$ cat src/design/gbt_pkg.sv
// Shared types and codes for the graph traversal block.
// No dependencies.
package gbt_pkg;

    localparam int NODE_W         = 6;
    localparam int NODE_COUNT_DEF = 64;
    localparam int EDGE_CAP_DEF   = 256;

    localparam logic [1:0] OP_ADD  = 2'd0;
    localparam logic [1:0] OP_BFS  = 2'd1;
    localparam logic [1:0] OP_DFS  = 2'd2;
    localparam logic [1:0] OP_NONE = 2'd3;

    localparam logic [1:0] KIND_VISIT  = 2'd0;
    localparam logic [1:0] KIND_STORED = 2'd1;
    localparam logic [1:0] KIND_FULL   = 2'd2;

    typedef enum logic [4:0] {
        DP_NOP,
        DP_LATCH,
        DP_ADD_RD,
        DP_ADD_LINK,
        DP_ADD_NEW,
        DP_ADD_SWAP,
        DP_RES_OK,
        DP_RES_FULL,
        DP_INIT_B,
        DP_INIT_D,
        DP_B_POP,
        DP_B_HEAD,
        DP_EMIT,
        DP_LOADH,
        DP_SCAN,
        DP_B_EDGE,
        DP_D_EDGE,
        DP_D_POP,
        DP_D_POPLD,
        DP_FLUSH
    } dp_op_t;

    typedef struct packed {
        logic full;
        logic more_edge;
        logic out_free;
        logic emit_ok;
        logic cur_valid;
        logic queue_more;
        logic push_ok;
        logic sp_one;
    } ctrl_status_t;

endpackage

$ cat src/design/gbt_ctrl.sv
// Sequencer for edge insertion and breadth/depth-first traversal.
// Depends on gbt_pkg; drives the datapath by one command per cycle.
module gbt_ctrl import gbt_pkg::*;
(
    input  logic         clk,
    input  logic         rst_n,
    input  logic         in_valid,
    input  logic [1:0]   in_opcode,
    output logic         in_ready,
    input  ctrl_status_t status,
    output dp_op_t       dp_op
);

    typedef enum logic [4:0] {
        S_IDLE,
        S_A_CHK,
        S_A_RD,
        S_A_LINK,
        S_A_NEW,
        S_A_SWAP,
        S_A_RES,
        S_A_REJ,
        S_B_INIT,
        S_B_POP,
        S_B_HEAD,
        S_B_EMIT,
        S_B_LOADH,
        S_B_SCAN,
        S_B_EDGE,
        S_D_INIT,
        S_D_LOADH,
        S_D_TOP,
        S_D_EDGE,
        S_D_EMIT,
        S_D_POPLD,
        S_FLUSH
    } state_t;

    state_t state_reg, state_next;
    logic   ready_reg, ready_next;

    assign in_ready = ready_reg;

    always_comb
    begin
        state_next = state_reg;
        dp_op      = DP_NOP;
        case (state_reg)
            S_IDLE:
            begin
                if (in_valid && ready_reg)
                begin
                    dp_op = DP_LATCH;
                    case (in_opcode)
                        OP_ADD:  state_next = S_A_CHK;
                        OP_BFS:  state_next = S_B_INIT;
                        OP_DFS:  state_next = S_D_INIT;
                        default: state_next = S_IDLE;
                    endcase
                end
            end
            S_A_CHK:  state_next = status.full ? S_A_REJ : S_A_RD;
            S_A_RD:
            begin
                dp_op      = DP_ADD_RD;
                state_next = S_A_LINK;
            end
            S_A_LINK:
            begin
                dp_op      = DP_ADD_LINK;
                state_next = S_A_NEW;
            end
            S_A_NEW:
            begin
                dp_op      = DP_ADD_NEW;
                state_next = status.more_edge ? S_A_SWAP : S_A_RES;
            end
            S_A_SWAP:
            begin
                dp_op      = DP_ADD_SWAP;
                state_next = S_A_RD;
            end
            S_A_RES:
            begin
                if (status.out_free)
                begin
                    dp_op      = DP_RES_OK;
                    state_next = S_IDLE;
                end
            end
            S_A_REJ:
            begin
                if (status.out_free)
                begin
                    dp_op      = DP_RES_FULL;
                    state_next = S_IDLE;
                end
            end
            S_B_INIT:
            begin
                dp_op      = DP_INIT_B;
                state_next = S_B_POP;
            end
            S_B_POP:
            begin
                if (status.queue_more)
                begin
                    dp_op      = DP_B_POP;
                    state_next = S_B_HEAD;
                end
                else
                begin
                    state_next = S_FLUSH;
                end
            end
            S_B_HEAD:
            begin
                dp_op      = DP_B_HEAD;
                state_next = S_B_EMIT;
            end
            S_B_EMIT:
            begin
                if (status.emit_ok)
                begin
                    dp_op      = DP_EMIT;
                    state_next = S_B_LOADH;
                end
            end
            S_B_LOADH:
            begin
                dp_op      = DP_LOADH;
                state_next = S_B_SCAN;
            end
            S_B_SCAN:
            begin
                if (status.cur_valid)
                begin
                    dp_op      = DP_SCAN;
                    state_next = S_B_EDGE;
                end
                else
                begin
                    state_next = S_B_POP;
                end
            end
            S_B_EDGE:
            begin
                dp_op      = DP_B_EDGE;
                state_next = S_B_SCAN;
            end
            S_D_INIT:
            begin
                dp_op      = DP_INIT_D;
                state_next = S_D_LOADH;
            end
            S_D_LOADH:
            begin
                dp_op      = DP_LOADH;
                state_next = S_D_TOP;
            end
            S_D_TOP:
            begin
                if (status.cur_valid)
                begin
                    dp_op      = DP_SCAN;
                    state_next = S_D_EDGE;
                end
                else
                begin
                    dp_op      = DP_D_POP;
                    state_next = status.sp_one ? S_FLUSH : S_D_POPLD;
                end
            end
            S_D_EDGE:
            begin
                dp_op      = DP_D_EDGE;
                state_next = status.push_ok ? S_D_EMIT : S_D_TOP;
            end
            S_D_EMIT:
            begin
                if (status.emit_ok)
                begin
                    dp_op      = DP_EMIT;
                    state_next = S_D_LOADH;
                end
            end
            S_D_POPLD:
            begin
                dp_op      = DP_D_POPLD;
                state_next = S_D_TOP;
            end
            S_FLUSH:
            begin
                if (status.out_free)
                begin
                    dp_op      = DP_FLUSH;
                    state_next = S_IDLE;
                end
            end
            default:  state_next = S_IDLE;
        endcase
        ready_next = (state_next == S_IDLE);
    end

    always_ff @(posedge clk or negedge rst_n)
    begin
        if (!rst_n)
        begin
            state_reg <= S_IDLE;
            ready_reg <= 1'b0;
        end
        else
        begin
            state_reg <= state_next;
            ready_reg <= ready_next;
        end
    end

endmodule

$ cat config.mk
export PLATFORM = sky130hd
export DESIGN_NAME = gbt_ctrl
export DESIGN_NICKNAME = d
export VERILOG_FILES = /design/src/design/gbt_pkg.sv /design/src/design/gbt_ctrl.sv
export SDC_FILE = /design/constraint.sdc
export NUM_CORES = 1
export LEC_CHECK = 0
export BUFFER_PORTS_ARGS = -buffer_cell sky130_fd_sc_hd__buf_2
export CORE_MARGIN = 2
export CORE_UTILIZATION = 54
export CTS_CLUSTER_DIAMETER = 30
export DETAILED_ROUTE_END_ITERATION = 8
export GPL_ROUTABILITY_DRIVEN = 0
export GPL_TIMING_DRIVEN = 0
export PLACE_DENSITY = 0.82
export SLEW_MARGIN = 10
export SYNTH_ARGS = -nofsm -noshare
export SYNTH_HDL_FRONTEND = slang
export SYNTH_SLANG_ARGS = --single-unit
$ cat constraint.sdc
create_clock -name clk -period 2.01 [get_ports clk]
set_input_delay 0.201 -clock clk [delete_from_list [all_inputs] [get_ports clk]]
set_output_delay 0.201 -clock clk [all_outputs]
set_load 0.02 [all_outputs]
After elaboration in Yosys (flattened, before gate mapping)
Index checks and enable logic that the tools add are counted.
- equality and inequality tests: 23
- multiplexer cells: 22
- reduce and logical (&&, ||, !) cells: 9
- operators by type and width (kind ; count):
    $pmux W5 S19 ; 1
    $pmux W5 S18 ; 1
    $eq A5 B4 Y1 const B ; 8
    $mux W5 ; 7
    $eq A5 B5 Y1 const B ; 6
    $eq A5 B3 Y1 const B ; 4
    $mux W3 ; 5
    $mux W4 ; 3
    $pmux W4 S3 ; 1
    $eq A5 B2 Y1 const B ; 2
    $logic_not A5 Y1 ; 2
    $reduce_or A2 Y1 ; 4
    $eq A5 B1 Y1 const B ; 1
    $mux W2 ; 2
    $reduce_or A3 Y1 ; 1
    $eq A2 B1 Y1 const B ; 1
    $eq A2 B2 Y1 const B ; 1
    $logic_not A2 Y1 ; 1
    $mux W1 ; 2
    $logic_and A1 B1 Y1 ; 1
- input bits: 13
- output and inout port bits: 6
- flip-flop bits (word level): 6
- logic and storage cells: 56

Logic depth before layout (Yosys ltp)
- depth after elaboration: 5
- gate-level depth with buffers: 7
- mapped depth without buffers: 7

Least setup slack after synthesis
No wires, ideal clock.
- path kind: reg2out
- from: register state_reg[4]
- to: output dp_op[3]
- cell stages (with the launch flop): 4
- required time: 1.809 ns
- buffers on the path: 1
- data arrival time: 1.551 ns
- slack: 0.258 ns
- cell sequence: dfrtp_1 -> buf_2 -> or2b_2 -> o31ai_1
- cells in the longest elaborated chain, start to end: 3
- elaborated cells between the ends (all ways): 24
- those cells by class: eq/ne (20); mux (1); reduce/logical (3)
- ends and longest elaborated chain (element ; RTL line ; RTL):
    start: declaration ; gbt_ctrl.sv:39 ; state_t state_reg, state_next;
    start signal: assignment ; gbt_ctrl.sv:214 ; state_reg <= state_next;
    $eq A5 B5 Y1 or $eq A5 B4 Y1 (tied branches) ; gbt_ctrl.sv:48 ; case (state_reg)
    $reduce_or A2 Y1 (no line) ; -- ;
    $pmux W5 S19 (*) ; gbt_ctrl.sv:48 ;
    end: declaration ; gbt_ctrl.sv:11 ; output dp_op_t dp_op
Mark *: on every way between the ends. The rest lies on a longest branch, timed or not.

Worst setup path after layout
- from: register state_reg[1]
- to: output dp_op[3]
The elaborated chain is that of the path after synthesis.

==> impl_metrics.toml <==
[clock_network]
clk_latency_ps = 240
cts.sinks = 6
path_clk_slew_ps = 40
cts_root_buf = "clkbuf_4"
numCtsBuffers = 3
cts_tree = "yes"
cts_buffer_depth = 2
h-tree-depth = 1

[global_routing]
grt-ovfl-total = 0
use_met2_pct = 51.3
grt_max_degree = 11
use_met1_pct = 42.2
grt_pass1_wl_mm = 4.82
grt_pass1_vias = 1013
grtUsageMet3_pct = 2.78
antenna_found_initial = 0
grt_busiest_layer = "met2"
track_usage_pct = 31.2

[sta]
max_freq_ghz = 0.514
drv_slew = 0
setup_violations = 0
final_hold_viol_count = 0
whs_ps = 307
finalCritPeriodShare_pct = 96.8
tightestPinTransition_ps = 496
rsz0062_at_grt = "yes"
fin_skew_ps = 3.44
setup_ws_ps = 64.7
period_needed_ps = 1950
max_slew_margin_pct = 66.1

[synthesis]
synth_cell_types = 50
syn_inst = 127
synth-main-ff-cell = "dfrtp_1"
syn-num-nets = 142
yosys.area.top_type_share_pct = 16.1
yosysMostFrequentCell = "nand2_1"
synth_seq_area_share_pct = 16.1
yosysTopAreaCell = "dfrtp_1"
synth.area.top_cells = "dfrtp_1 (16%), nand2_1 (5.2%), a21oi_1 (4.8%)"
synthTopCellsByCount = "nand2_1 (13), a21oi_1 (9), nor2_1 (9)"
synth_edf_count = 0
async_flop_share_pct = 100
synth.cell_area_um2 = 932
synth_seq_cells = 6
syn-mean-instance-area_um2 = 7.34
yosysWarnings = 0

[critical_path]
crit_type = "reg2out"
max_stage_delay_ps = 380
crit_fanout = 10
cp_cell_sequence = "buf_4 > nor2b_1 > o21ai_0 > a21oi_1 > a21oi_1 > o31ai_1 > buf_2"
start_kind = "flop"
cp_top_family = "compound AO/OA/AOI/OAI gates"
slowest_stage = "dfrtp_1"
path_buf_inv = 2
crit_top_cell = "a21oi_1"
end_kind = "output port"
cp.arrival_ps = 1740
worstPathRequired_ps = 1810

[route]
dr.pass1.iters = 4
wl_per_cell_um = 17.3
vias = 1141
final_antenna_net_count = 0
drt_iter0_drc = 72
drcViolationCount = 0
wl_mm = 2.91
via_per_inst = 6.79

[floorplanning]
ios = 19
die-area_um2 = 2070
start_util_pct = 55.8
fp.dieH_um = 45.5
coreArea_um2 = 1670
die_x_um = 45.5
num_rows = 15

[final_layout]
largest_reg_flops = 5
finalNetCount = 168
drive_above_1_share_pct = 30.5
final_util_pct = 69.4
synthToLayoutAreaGrowth_pct = 24.3
n_antenna_cell = 0

[job]
drv_cap = 0

[power]
ir_drop_v = 0.000985
power_density_nw_per_um2 = 1510
p_leak_nw = 0.498

[placement]
pre_cts_slack_ps = 66.6
place.port_buffers = 18
dp_hpwl_mm = 2.07

[status]
status = "finished clean"

[min_path]
holdCritPathClass = "in2async"
## layout make-up
cell class,count,area (µm²)
Multi-Input combinational cell,103,738
Fill cell,139,512
Sequential cell,6,154
Timing Repair Buffer,21,118
Buffer,10,75.1
Inverter,8,30.0
Clock buffer,3,22.5
Tap cell,17,21.3
## worst paths after layout
path                         startpoint            to  slack (ps)  cells past startpoint
min in group clk              status[2]  state_reg[4]         510                      3
max                        state_reg[1]      dp_op[3]          60                      7
max in group asynchronous         rst_n  state_reg[0]        1550                      2
max reg2reg                state_reg[1]      in_ready         120                      6
min reg2reg                state_reg[0]  state_reg[3]         700                      2
min                               rst_n  state_reg[3]         310                      2
## metrics by stage
stage | TNS [ps] | instance area, µm² | total power [mW] | instances
after floorplan | 0 | 932 | 1.14 | 127
after global placement | 0 | 1040 | 1.39 | 162
after detailed placement | 0 | 1040 | 1.43 | 162
after CTS | 0 | 1090 | 1.58 | 166
after global routing | -10.4 | 1160 | 1.88 | 168
final | 0 | 1160 | 1.75 | 168
## layer usage
layer | share of wire [%] | vias to the layer above
li1 | - | 525
met1 | 39 | 518
met2 | 50 | 86
met3 | 8.8 | 12
met4 | 2.0 | 0
met5 | 0 | -
## what timing repair did
item                                    CTS  global route
buffers inserted                          0             2
hold endpoints to repair                  6             0
resized for setup                         8            19
endpoints found under the setup margin    3             4
hold buffers                              1             0
pin swaps                                 0             4
## power breakdown
group          switching, mW  total, mW  internal (mW)
clock                 0.0386      0.106         0.0672
sequential            0.0614      0.238          0.177
combinational          0.810       1.41          0.600
## kinds of logic (layout without fill, tap and decap cells)
group                      Yosys count  count (layout)  share of synthesized area, %
muxes                                3               3                          3.36
AOI/OAI and AO/OA                   41              41                          31.4
buffers and inverters               18              42                          8.99
and+or+nand+nor                     56              56                          36.5
xor gates and xnor gates             1               1                         0.940
DFF                                  6               6                          16.1
adders and majority gates            2               2                          2.68
## cell usage in the layout, fill, tap and decap left out, types with 2 or more instances in the layout
master / count
nor2_1: 8
a211o_1: 2
a211oi_1: 2
o2111ai_1: 3
buf_4: 9
nand2b_1: 6
ha_1: 2
a21oi_1: 9
dfrtp_1: 3
nand4_1: 2
nor2b_1: 3
nand2_1: 13
o211ai_1: 2
dfrtp_2: 3
nor3_1: 3
clkbuf_4: 5
o21ai_0: 5
or2b_1: 2
nor4_1: 2
nand3_1: 2
mux2i_1: 2
buf_2: 17
inv_1: 7
o22ai_1: 2
nand4b_1: 2
Power figures use the tool's default switching activity.
